===== src/rtl/core/pwfc_pkg.sv =====
package pwfc_pkg;

    localparam int CFG_INDEX_W = 3;
    localparam int CFG_DATA_W  = 8;
    localparam int RUN_W       = 8;
    localparam int TICKS_W     = 4;

    localparam logic [CFG_INDEX_W-1:0] CFG_ZERO_MIN        = 3'd0;
    localparam logic [CFG_INDEX_W-1:0] CFG_ONE_MIN         = 3'd1;
    localparam logic [CFG_INDEX_W-1:0] CFG_TOO_LONG_LIMIT  = 3'd2;
    localparam logic [CFG_INDEX_W-1:0] CFG_ONE_HIGH_TICKS  = 3'd3;
    localparam logic [CFG_INDEX_W-1:0] CFG_ZERO_HIGH_TICKS = 3'd4;

    localparam logic [RUN_W-1:0]   ZERO_MIN_RESET        = 8'd7;
    localparam logic [RUN_W-1:0]   ONE_MIN_RESET         = 8'd9;
    localparam logic [RUN_W-1:0]   TOO_LONG_LIMIT_RESET  = 8'd17;
    localparam logic [TICKS_W-1:0] ONE_HIGH_TICKS_RESET  = 4'd8;
    localparam logic [TICKS_W-1:0] ZERO_HIGH_TICKS_RESET = 4'd4;

    localparam logic [RUN_W-1:0]   RUN_MAX = 8'd255;

    typedef enum logic [2:0] {
        TX_IDLE = 3'b001,
        TX_SEND = 3'b010,
        TX_END  = 3'b100
    } tx_phase_t;

    typedef struct packed {
        logic frame_done;
        logic pulse_error;
    } rx_status_t;

    typedef struct packed {
        logic line_level;
        logic busy;
    } tx_status_t;

endpackage


===== src/rtl/core/pwfc_rx.sv =====
module pwfc_rx
    import pwfc_pkg::*;
#(
    parameter int FRAME_BITS = 10
)
(
    input  logic                  clk,
    input  logic                  rst_n,
    input  logic                  advance,
    input  logic                  line_in,
    input  logic [RUN_W-1:0]      zero_min,
    input  logic [RUN_W-1:0]      one_min,
    input  logic [RUN_W-1:0]      too_long_limit,
    output rx_status_t            status,
    output logic [FRAME_BITS-1:0] frame
);

    localparam int IDX_W = $clog2(FRAME_BITS);
    localparam logic [IDX_W-1:0] IDX_TOP = IDX_W'(FRAME_BITS - 1);

    logic                  run_level_reg;
    logic                  run_level_next;
    logic [RUN_W-1:0]      run_len_reg;
    logic [RUN_W-1:0]      run_len_next;
    logic [FRAME_BITS-1:0] rx_shift_reg;
    logic [FRAME_BITS-1:0] rx_shift_next;
    logic [IDX_W-1:0]      rx_index_reg;
    logic [IDX_W-1:0]      rx_index_next;

    logic                  run_ends;
    logic                  bad_run;
    logic                  bit_value;
    logic [FRAME_BITS-1:0] shift_with_bit;

    always_comb
    begin
        run_ends  = (run_len_reg != '0) && run_level_reg && !line_in;
        bad_run   = (run_len_reg < zero_min)
                    || ((run_len_reg >= too_long_limit) && (run_len_reg >= one_min))
                    || ((run_len_reg >= one_min) && (run_len_reg >= too_long_limit));
        bit_value = (run_len_reg >= one_min);

        shift_with_bit               = rx_shift_reg;
        shift_with_bit[rx_index_reg] = rx_shift_reg[rx_index_reg] | bit_value;

        run_level_next = run_level_reg;
        run_len_next   = run_len_reg;
        rx_shift_next  = rx_shift_reg;
        rx_index_next  = rx_index_reg;
        status         = '0;
        frame          = '0;

        if (run_len_reg == '0)
        begin
            run_level_next = line_in;
            run_len_next   = RUN_W'(1);
        end
        else if (run_level_reg != line_in)
        begin
            run_level_next = 1'b0;
            run_len_next   = '0;
        end
        else if (run_len_reg != RUN_MAX)
        begin
            run_len_next = run_len_reg + RUN_W'(1);
        end

        if (run_ends)
        begin
            if (bad_run)
            begin
                status.pulse_error = 1'b1;
                rx_shift_next      = '0;
                rx_index_next      = IDX_TOP;
            end
            else if (rx_index_reg != '0)
            begin
                rx_shift_next = shift_with_bit;
                rx_index_next = rx_index_reg - IDX_W'(1);
            end
            else
            begin
                status.frame_done = 1'b1;
                frame             = shift_with_bit;
                rx_shift_next     = '0;
                rx_index_next     = IDX_TOP;
            end
        end
    end

    always_ff @(posedge clk or negedge rst_n)
    begin
        if (!rst_n)
        begin
            run_level_reg <= 1'b0;
            run_len_reg   <= '0;
            rx_shift_reg  <= '0;
            rx_index_reg  <= IDX_TOP;
        end
        else if (advance)
        begin
            run_level_reg <= run_level_next;
            run_len_reg   <= run_len_next;
            rx_shift_reg  <= rx_shift_next;
            rx_index_reg  <= rx_index_next;
        end
    end

endmodule


===== src/rtl/core/pwfc_tx.sv =====
module pwfc_tx
    import pwfc_pkg::*;
#(
    parameter int ADDRESS_BITS = 7,
    parameter int DATA_BITS    = 2
)
(
    input  logic                    clk,
    input  logic                    rst_n,
    input  logic                    advance,
    input  logic                    send_request,
    input  logic [ADDRESS_BITS-1:0] send_address,
    input  logic [DATA_BITS-1:0]    send_data,
    input  logic [TICKS_W-1:0]      one_high_ticks,
    input  logic [TICKS_W-1:0]      zero_high_ticks,
    output tx_status_t              status
);

    localparam int FRAME_BITS = 1 + ADDRESS_BITS + DATA_BITS;
    localparam int IDX_W      = $clog2(FRAME_BITS);
    localparam logic [IDX_W-1:0] IDX_TOP = IDX_W'(FRAME_BITS - 1);

    tx_phase_t             phase_reg;
    tx_phase_t             phase_next;
    logic [FRAME_BITS-1:0] frame_reg;
    logic [FRAME_BITS-1:0] frame_next;
    logic [IDX_W-1:0]      index_reg;
    logic [IDX_W-1:0]      index_next;
    logic [TICKS_W-1:0]    ticks_left_reg;
    logic [TICKS_W-1:0]    ticks_left_next;
    logic                  toggle_reg;
    logic                  toggle_next;
    logic                  drive_reg;
    logic                  drive_next;

    logic                  start_send;
    logic [TICKS_W-1:0]    high_ticks;

    always_comb
    begin
        start_send = send_request && (phase_reg != TX_SEND) && (phase_reg != TX_END);

        phase_next      = phase_reg;
        frame_next      = frame_reg;
        index_next      = index_reg;
        ticks_left_next = ticks_left_reg;
        drive_next      = drive_reg;
        toggle_next     = ~toggle_reg;

        if (start_send)
        begin
            phase_next      = TX_SEND;
            frame_next      = {1'b1, send_address, send_data};
            index_next      = IDX_TOP;
            ticks_left_next = '0;
        end

        high_ticks = frame_next[index_next] ? one_high_ticks : zero_high_ticks;
        if (high_ticks == '0)
        begin
            high_ticks = TICKS_W'(1);
        end

        if (toggle_next)
        begin
            case (phase_next)
                TX_SEND:
                begin
                    if (ticks_left_next == '0)
                    begin
                        drive_next      = 1'b1;
                        ticks_left_next = high_ticks;
                    end
                    else
                    begin
                        if (ticks_left_next == TICKS_W'(1))
                        begin
                            drive_next = 1'b0;
                            if (index_next == '0)
                            begin
                                phase_next = TX_END;
                            end
                            else
                            begin
                                index_next = index_next - IDX_W'(1);
                            end
                        end
                        ticks_left_next = ticks_left_next - TICKS_W'(1);
                    end
                end
                default:
                begin
                    phase_next = TX_IDLE;
                end
            endcase
        end

        status.line_level = drive_next;
        status.busy       = (phase_next == TX_SEND) || (phase_next == TX_END);
    end

    always_ff @(posedge clk or negedge rst_n)
    begin
        if (!rst_n)
        begin
            phase_reg      <= TX_IDLE;
            frame_reg      <= '0;
            index_reg      <= '0;
            ticks_left_reg <= '0;
            toggle_reg     <= 1'b0;
            drive_reg      <= 1'b0;
        end
        else if (advance)
        begin
            phase_reg      <= phase_next;
            frame_reg      <= frame_next;
            index_reg      <= index_next;
            ticks_left_reg <= ticks_left_next;
            toggle_reg     <= toggle_next;
            drive_reg      <= drive_next;
        end
    end

endmodule


===== src/rtl/core/pulse_width_frame_transceiver.sv =====
// Channel   Direction  Handshake                Payload
// in        input      in_valid / in_ready      line_in, send_request, send_address, send_data
// out       output     out_valid / out_ready    line_out, tx_busy, frame_valid, frame_start,
//                                               frame_address, frame_data, pulse_error
// cfg       input      cfg_write_en             cfg_index, cfg_data
//
// One sample tick per cycle while in_ready is high; its result appears in the output register in the next cycle.
// in_ready is high whenever the output register is empty or is being drained.
// A stalled output holds its result and blocks only further ticks.
// Reset clears the receiver, the transmitter and loads the default thresholds.
module pulse_width_frame_transceiver
    import pwfc_pkg::*;
#(
    parameter int ADDRESS_BITS = 7,
    parameter int DATA_BITS    = 2
)
(
    input  logic                    clk,
    input  logic                    rst_n,

    input  logic                    cfg_write_en,
    input  logic [CFG_INDEX_W-1:0]  cfg_index,
    input  logic [CFG_DATA_W-1:0]   cfg_data,

    input  logic                    in_valid,
    output logic                    in_ready,
    input  logic                    line_in,
    input  logic                    send_request,
    input  logic [ADDRESS_BITS-1:0] send_address,
    input  logic [DATA_BITS-1:0]    send_data,

    output logic                    out_valid,
    input  logic                    out_ready,
    output logic                    line_out,
    output logic                    tx_busy,
    output logic                    frame_valid,
    output logic                    frame_start,
    output logic [ADDRESS_BITS-1:0] frame_address,
    output logic [DATA_BITS-1:0]    frame_data,
    output logic                    pulse_error
);

    localparam int FRAME_BITS = 1 + ADDRESS_BITS + DATA_BITS;

    logic [RUN_W-1:0]   zero_min_reg;
    logic [RUN_W-1:0]   one_min_reg;
    logic [RUN_W-1:0]   too_long_limit_reg;
    logic [TICKS_W-1:0] one_high_ticks_reg;
    logic [TICKS_W-1:0] zero_high_ticks_reg;

    logic                  accept;
    rx_status_t            rx_status;
    logic [FRAME_BITS-1:0] rx_frame;
    tx_status_t            tx_status;

    logic                    out_valid_reg;
    logic                    out_valid_next;
    logic                    line_out_reg;
    logic                    tx_busy_reg;
    logic                    frame_valid_reg;
    logic                    pulse_error_reg;
    logic [FRAME_BITS-1:0]   frame_reg;

    always_ff @(posedge clk or negedge rst_n)
    begin
        if (!rst_n)
        begin
            zero_min_reg        <= ZERO_MIN_RESET;
            one_min_reg         <= ONE_MIN_RESET;
            too_long_limit_reg  <= TOO_LONG_LIMIT_RESET;
            one_high_ticks_reg  <= ONE_HIGH_TICKS_RESET;
            zero_high_ticks_reg <= ZERO_HIGH_TICKS_RESET;
        end
        else if (cfg_write_en)
        begin
            case (cfg_index)
                CFG_ZERO_MIN:        zero_min_reg        <= cfg_data;
                CFG_ONE_MIN:         one_min_reg         <= cfg_data;
                CFG_TOO_LONG_LIMIT:  too_long_limit_reg  <= cfg_data;
                CFG_ONE_HIGH_TICKS:  one_high_ticks_reg  <= cfg_data[TICKS_W-1:0];
                CFG_ZERO_HIGH_TICKS: zero_high_ticks_reg <= cfg_data[TICKS_W-1:0];
                default:             ;
            endcase
        end
    end

    assign in_ready = !out_valid_reg || out_ready;
    assign accept   = in_valid && in_ready;

    pwfc_rx #(
        .FRAME_BITS (FRAME_BITS)
    ) u_rx (
        .clk            (clk),
        .rst_n          (rst_n),
        .advance        (accept),
        .line_in        (line_in),
        .zero_min       (zero_min_reg),
        .one_min        (one_min_reg),
        .too_long_limit (too_long_limit_reg),
        .status         (rx_status),
        .frame          (rx_frame)
    );

    pwfc_tx #(
        .ADDRESS_BITS (ADDRESS_BITS),
        .DATA_BITS    (DATA_BITS)
    ) u_tx (
        .clk             (clk),
        .rst_n           (rst_n),
        .advance         (accept),
        .send_request    (send_request),
        .send_address    (send_address),
        .send_data       (send_data),
        .one_high_ticks  (one_high_ticks_reg),
        .zero_high_ticks (zero_high_ticks_reg),
        .status          (tx_status)
    );

    always_comb
    begin
        out_valid_next = out_valid_reg;
        if (accept)
        begin
            out_valid_next = 1'b1;
        end
        else if (out_ready)
        begin
            out_valid_next = 1'b0;
        end
    end

    always_ff @(posedge clk or negedge rst_n)
    begin
        if (!rst_n)
        begin
            out_valid_reg <= 1'b0;
        end
        else
        begin
            out_valid_reg <= out_valid_next;
        end
    end

    always_ff @(posedge clk)
    begin
        if (accept)
        begin
            line_out_reg    <= tx_status.line_level;
            tx_busy_reg     <= tx_status.busy;
            frame_valid_reg <= rx_status.frame_done;
            pulse_error_reg <= rx_status.pulse_error;
            frame_reg       <= rx_frame;
        end
    end

    assign out_valid     = out_valid_reg;
    assign line_out      = line_out_reg;
    assign tx_busy       = tx_busy_reg;
    assign frame_valid   = frame_valid_reg;
    assign pulse_error   = pulse_error_reg;
    assign frame_start   = frame_reg[FRAME_BITS-1];
    assign frame_address = frame_reg[FRAME_BITS-2:DATA_BITS];
    assign frame_data    = frame_reg[DATA_BITS-1:0];

endmodule


===== config.mk =====
export PLATFORM = sky130hd
export DESIGN_NAME = pulse_width_frame_transceiver
export DESIGN_NICKNAME = d
export VERILOG_FILES = /design/src/rtl/core/pwfc_pkg.sv /design/src/rtl/core/pwfc_rx.sv /design/src/rtl/core/pwfc_tx.sv /design/src/rtl/core/pulse_width_frame_transceiver.sv
export SDC_FILE = /design/constraint.sdc
export NUM_CORES = 1
export LEC_CHECK = 0
export BUFFER_PORTS_ARGS = -buffer_cell sky130_fd_sc_hd__clkbuf_2
export CORE_MARGIN = 10
export CORE_UTILIZATION = 55
export CTS_CLUSTER_SIZE = 16
export DETAILED_ROUTE_END_ITERATION = 12
export HOLD_SLACK_MARGIN = 0.15
export MAX_ROUTING_LAYER = met4
export PLACE_DENSITY = 0.76
export SETUP_SLACK_MARGIN = 0.2
export SLEW_MARGIN = 10
export SYNTH_ARGS = -nofsm -noshare
export SYNTH_HDL_FRONTEND = slang
export SYNTH_SLANG_ARGS = --single-unit

===== constraint.sdc =====
create_clock -name clk -period 4.2 [get_ports clk]
set_input_delay 0.84 -clock clk [delete_from_list [all_inputs] [get_ports clk]]
set_output_delay 0.84 -clock clk [all_outputs]
set_load 0.1 [all_outputs]

After elaboration in Yosys (flattened, before gate mapping)
Cells that the tools add are included.
W data, S select, Z words.
{ "op_classes": {"add_sub_neg": 4, "multipliers": 0, "div": 0, "magnitude_cmp": 6, "n_eq_ne": 12, "shift": 0, "mux": 43, "bitwise": 3, "n_reduce_logical": 33} }
{ "op_table": {"columns": ["operator", "count"], "rows": [
  ["$mux W4", 14],
  ["$mux W10", 3],
  ["$mux W8", 3],
  ["$mux W3", 6],
  ["$ge A8 B8 Y1", 2],
  ["$reduce_and A2 Y1", 8],
  ["$mux W1", 13],
  ["$eq A3 B2 Y1 const B", 4],
  ["$logic_not A4 Y1", 3],
  ["$sub A4 B1 Y4 const B", 3],
  ["$bwmux W10", 1],
  ["$lt A4 B5 Y1 const B", 2],
  ["$add A8 B1 Y8 const B", 1],
  ["$bmux W1 S4", 2],
  ["$logic_not A8 Y1", 1],
  ["$lt A8 B8 Y1", 1],
  ["$ne A8 B8 Y1 const B", 1],
  ["$reduce_bool A8 Y1", 1],
  ["$logic_and A1 B1 Y1", 7],
  ["$eq A3 B3 Y1 const B", 2],
  ["$demux W1 S4", 1],
  ["$eq A4 B1 Y1 const B", 1],
  ["$ge A4 B1 Y1 const B", 1],
  ["$logic_or A1 B1 Y1", 4],
  ["13 further kinds", 16]
]} }
{ "word_totals": {"register_bits": 93, "latch_bits": 0, "mem_bits_rw": 0, "mem_bits_ro": 0, "in_bits": 27, "output_inout_bits": 16, "elab_cells": 122, "mem_count": 0} }

Longest topological paths before layout
{ "logic_depth": {"ltp_word": 12, "ltp_mapped": 12, "ltp_nobuf": 10} }

Modules after synthesis
Synthesis repeated with hierarchy kept, for this count alone.
{ "hier_totals": {"hier_cells": 501, "hier_area_um2": 5382.7} }
{ "by_module_without_submodules": {"columns": ["mod", "instances", "cells_each", "area_each_um2", "seq_area_each_um2"], "rows": [
  ["pwfc_rx", 1, 240, 2078.2, 578.1],
  ["pulse_width_frame_transceiver", 1, 89, 1714.1, 1257.5],
  ["pwfc_tx", 1, 172, 1590.3, 576.8]
]} }

Worst setup path after synthesis
Ideal clock, no wire load.
{ "synth_timing": {"path_type": "register to register", "from": "reg out_valid_reg (netlist: out_valid)", "to": "reg u_tx.frame_reg[0]", "setup_time_ns": 0.125, "t_arrival_ns": 3.530, "required_ns": 4.075, "setup_slack_ns": 0.545, "path_stages_with_launch": 6, "n_path_buf": 0, "period_less_slack_ns": 3.655, "cell_sequence": "dfrtp_1 -> nand2b_1 -> nand2_1 -> clkinv_1 -> nand2_1 -> mux2_2"} }
{ "synth_between": {"elab_chain_len": 3} }
{ "synth_lines": {"columns": ["element", "line", "text"], "rows": [
  ["from (decl)", "pulse_width_frame_transceiver.sv:56", "logic out_valid_reg;"],
  ["from (signal assigned)", "pulse_width_frame_transceiver.sv:140", "out_valid_reg <= out_valid_next;"],
  ["$logic_not A1 Y1", "pulse_width_frame_transceiver.sv:87", "assign in_ready = !out_valid_reg || out_ready;"],
  ["$logic_or A1 B1 Y1", "pulse_width_frame_transceiver.sv:87", null],
  ["via in_ready", "pulse_width_frame_transceiver.sv:26", "output logic in_ready,"],
  ["$logic_and A1 B1 Y1", "pulse_width_frame_transceiver.sv:88", "assign accept = in_valid && in_ready;"],
  ["via accept", "pulse_width_frame_transceiver.sv:51", "logic accept;"],
  ["to (signal assigned)", "pwfc_tx.sv:116", "frame_reg <= frame_next;"],
  ["to (decl)", "pwfc_tx.sv:25", "logic [FRAME_BITS-1:0] frame_reg;"]
]} }
The timed path passes the listed nets, and every way through them passes these cells.
A chain may end at the register's enable or synchronous reset.

Final worst setup path
{ "layout_timing": {"from": "reg u_rx.run_len_reg[4]", "to": "reg frame_reg[8] (data pin)"} }
{ "layout_between": {"elab_chain_len": 5, "elab_cells_between_ends": 13, "cone_classes": "3 x order compare; 1 x mux; 2 x bitwise; 7 x reduce/logical"} }
{ "layout_lines": {"columns": ["element", "line", "text"], "rows": [
  ["from (decl)", "pwfc_rx.sv:23", "logic [RUN_W-1:0] run_len_reg;"],
  ["from (signal assigned)", "pwfc_rx.sv:103", "run_len_reg <= run_len_next;"],
  ["$ge A8 B8 Y1 (tied with other cells)", "pwfc_rx.sv:39, pwfc_rx.sv:40", null],
  ["$logic_and A1 B1 Y1, on equally long branches", "pwfc_rx.sv:39, pwfc_rx.sv:40, pwfc_rx.sv:37", null],
  ["$logic_or A1 B1 Y1 / $logic_and A1 B1 Y1 (equally long branches)", "pwfc_rx.sv:39, pwfc_rx.sv:37", null],
  ["$logic_or A1 B1 Y1 / $not A1 Y1 (equally long branches)", null, null],
  ["$reduce_or A3 Y1 (no source line)", null, null],
  ["to (signal assigned)", "pulse_width_frame_transceiver.sv:152", "frame_reg <= rx_frame;"],
  ["to (decl)", "pulse_width_frame_transceiver.sv:62", "logic [FRAME_BITS-1:0] frame_reg;"]
]} }
Parallel ways exist; a longest one is shown, timed or not.

==> results by stage <==
CTS:
- The clock-pin slew on the worst setup and hold paths is 100 ps.
- The H-tree was split into 3 levels.
- For this design, the sink count on the clock tree is 93.
- The clock buffer count from CTS is 9.
- The cell chosen for the clock root is clkbuf_8.
- The deepest clock path buffer count is 2.
- The count of cells resized by post-cts repair is 0.
- After clock tree synthesis, the flow added hold-fix buffers numbering 0.
- The number of setup buffers added after CTS is 0.
- TritonCTS built the clock tree.
- The clock insertion delay at the later pin of the skew report is 360 ps.

Finish:
- Measured on the finished design, the core utilization comes to 0.630.
- The layout filler cell count is 700.
- The count of inserted antenna diode cells is 0.
- Summing all multi-input logic gate instances after layout gives 2420 um2.
- The synthesis-to-layout area growth is 10.5%.
- The final layout net count is 585.
- The fraction of final layout cells with drive strength greater than 1 is 0.200.
- Summing all flip-flop and latch instances after layout gives 2410 um2.

Floorplan:
- The standard-cell row count is 34.
- The width of the chip is 116 um.
- The number of top-level pins is 43.
- The core footprint is 8810 um2.
- The initial standard-cell utilization of the core is 0.570.
- The full die area is 13,400 um2.
- The overall die height is 116 um.

Power:
- The worst-case IR drop observed on VDD is 220 uV.
- The total leakage power is 0.00248 uW.
- The total power density per cell area is 529 nW/um2.

Logic synthesis:
- In this run, synthesis inferred 14 flip-flops with an integrated enable.
- The proportion of synthesized chip area in sequential cells is 0.480.
- The most used flip-flop cell after synthesis is dfrtp_1.
- In this run the cell area of the synthesized design comes to 5020 um2.
- The cell with the most instances after synthesis is dfrtp_1.
- Of all flip-flops after synthesis, the portion carrying an async set or reset was 0.849.
- The mean cell area of the mapped netlist is 10.2 um2.
- After synthesis, the cell types taking the most area are dfrtp_1 33%, edfxtp_1 8.4%, ha_1 7.2%.
- The count of yosys warnings during synthesis is 0.
- In this run, synthesis produced a sequential element count of 93.
- The library cell occupying the most area in the post-synthesis netlist is dfrtp_1.
- The area share of the largest cell type after synthesis is 0.334.
- The cell count after synthesis is 490.
- The count of distinct cell types in the synthesized netlist is 65.
- After synthesis, the most frequently instantiated cells are 67 x dfrtp_1, 61 x nand2_1, 43 x o21ai_0, 38 x nor2_1.
- The number of nets in the synthesized netlist is 546.

Drt:
- After detailed routing, the number of vias per cell comes to 5.84.
- The number of detailed-routing iterations run before antenna repair is 5.
- After detailed routing, the number of remaining DRC violations is 0.
- The per-cell routed wire length is 16.2 um.
- Across all layers, the routed design uses 3,750 vias.
- Summed over all layers, the routed wires come to 10,400 um.
- Once detail routing completed, the nets flagged for antenna violations numbered 0.
- The first routing iteration left 225 violations.

Timing:
- The total count of hold-check failures in the final report is 0.
- Setup violations remaining at the end of the flow were counted as 0.
- Of the available clock period, the critical path in the final layout requires 0.678.
- Setup repair after global routing left no endpoint under its margin.
- The worst-case headroom to the max-slew limit is 0.352.
- Static timing analysis puts the maximum clock frequency at 351 MHz.
- The number of pins exceeding their max-slew limit in the final report is 0.
- The transition time at the pin with the least slew margin is 971 ps.
- For the finished layout, the period the worst path requires is 2850 ps.
- Between clock sinks in the finished design, the worst skew comes to 13.0 ps.
- In the final timing run, aggregate negative setup slack is 0 ps.

Setup path:
- The cell family contributing the most delay on the critical path is compound AO/OA/AOI/OAI gates.
- The type of the worst setup path is reg -> reg.
- The cell at the slowest stage of the critical path is or3b_1.
- The endpoint type of the worst setup path is a register.
- The critical path goes through ha_1 > a21o_1 > a211oi_1 > o21ai_1 > a21oi_1 > o221ai_2 > or3b_1 > a211oi_2.
- The data arrival time of the critical path is 3060 ps.
- The sum of buffers and inverters on the critical path is 0.
- The worst path required time is 4410 ps.
- The startpoint type of the worst setup path is a register.
- The largest single stage delay on the critical path is 660 ps.
- The critical-path maximum fanout is 18.

Run:
- The number of max-cap violations is 0.

Place:
- The placer's final routability congestion estimate is 0.848.
- The post-detailed-placement half-perimeter wirelength is 7670 um.
- The count of port buffers added during placement is 42.

Global routing:
- The global-route wire length before repair is 17,700 um.
- Entering global routing, the biggest net connects 80 pins.
- The via count of the first global-routing pass was 3,785.
- The initial antenna violation count was 0.
- The overall fraction of global-route tracks in use is 0.168.
- For this run the aggregate overflow at the end of global routing stands at 0.

Min path:
- In this run the worst hold path is classified as reg -> reg.

Run status:
- The flow ran to the end, and the final reports show no timing, DRC or antenna violations.
[worst reg2reg max path, stage by stage, from the launching register on]
cell and delay, ps:
dfrtp_1 480, ha_1 340, a21o_1 160, a211oi_1 210, o21ai_1 130, a21oi_1 200
o221ai_2 310, or3b_1 660, a211oi_2 210
[cell families after synthesis]
group | count (synthesis) | share of synthesized area
AO/OA/AOI/OAI | 116 | 0.154
XOR/XNOR | 10 | 0.0174
adder cells (fa/ha/maj) | 29 | 0.0723
buffers and inverters | 48 | 0.0376
flip-flops | 93 | 0.480
multiplexers | 34 | 0.0847
AND/OR/NAND/NOR | 160 | 0.153
[placed cells by master, fill, tap and decap left out, drive strengths merged, types with 4 or more instances in the layout]
cell type  synthesis  routed
o22a               4       4
ha                29      29
a211oi             5       5
nor3              12      12
edfxtp            14      14
nor2              38      38
nand2             61      61
nand2b             9       9
xor2               6       6
o21a               6       6
or2                4       4
o21ai             48      48
mux4               4       4
mux2i              8       8
inv               31      32
o2bb2ai            4       4
nand3              7       7
dfstp             12      12
dfrtp             67      67
clkbuf            14      53
nor2b              7       7
nand4              4       4
mux2              22      22
a21oi             15      15
o31ai              4       4
a32o               4       4
and3               6       6
xnor2              4       4
[where the power goes]
| part | internal [uW] | total (uW) | switching (uW) |
|---|---|---|---|
| Combinational | 379 | 938 | 559 |
| Sequential | 1130 | 1300 | 173 |
| Clock | 376 | 695 | 319 |
| Total | 1880 | 2930 | 1050 |
[layer usage]
metal,track usage,vias up,wire [um]
met1,0.200,1810,4600
met4,0.0617,0,163
met5,-,-,0
li1,-,1827,-
met2,0.278,94,5140
met3,0.0326,19,484
[per-stage QoR]
stage / hold WS (ps) / total power (uW) / instance area, um2 / setup WS [ps] / cells
final: 486 / 2930 / 5550 / 1350 / 642
after CTS: 496 / 2950 / 5550 / 1310 / 642
after detailed placement: 476 / 2250 / 5320 / 1220 / 626
after floorplan: 428 / 2020 / 5020 / 545 / 490
after global routing: 532 / 3140 / 5550 / 1030 / 642
after global placement: 446 / 2200 / 5320 / 1300 / 626
[area by class of cell]
cell class,instances,area share
Clock inverter,4,0.0140
Clock buffer,12,0.0282
Sequential cell,93,0.435
Inverter,32,0.0216
Multi-Input combinational cell,349,0.436
Tap cell,108,0.0244
Timing Repair Buffer,44,0.0410
[path summary, 6_finish.rpt]
| check | from | endpoint | slack, ps | cells after the start |
|---|---|---|---|---|
| min in group asynchronous | rst_n | too_long_limit_reg[2] | 640 | 1 |
| max reg2reg | u_rx.run_len_reg[4] | frame_reg[8] | 1350 | 8 |
| min reg2reg | u_tx.frame_reg[9] | u_tx.frame_reg[9] | 490 | 1 |
| max in group asynchronous | rst_n | one_min_reg[6] | 2950 | 1 |
| max | u_rx.run_len_reg[4] | frame_reg[8] | 1350 | 8 |
| min | u_tx.frame_reg[9] | u_tx.frame_reg[9] | 490 | 1 |
(Power assumes the default switching activity.)
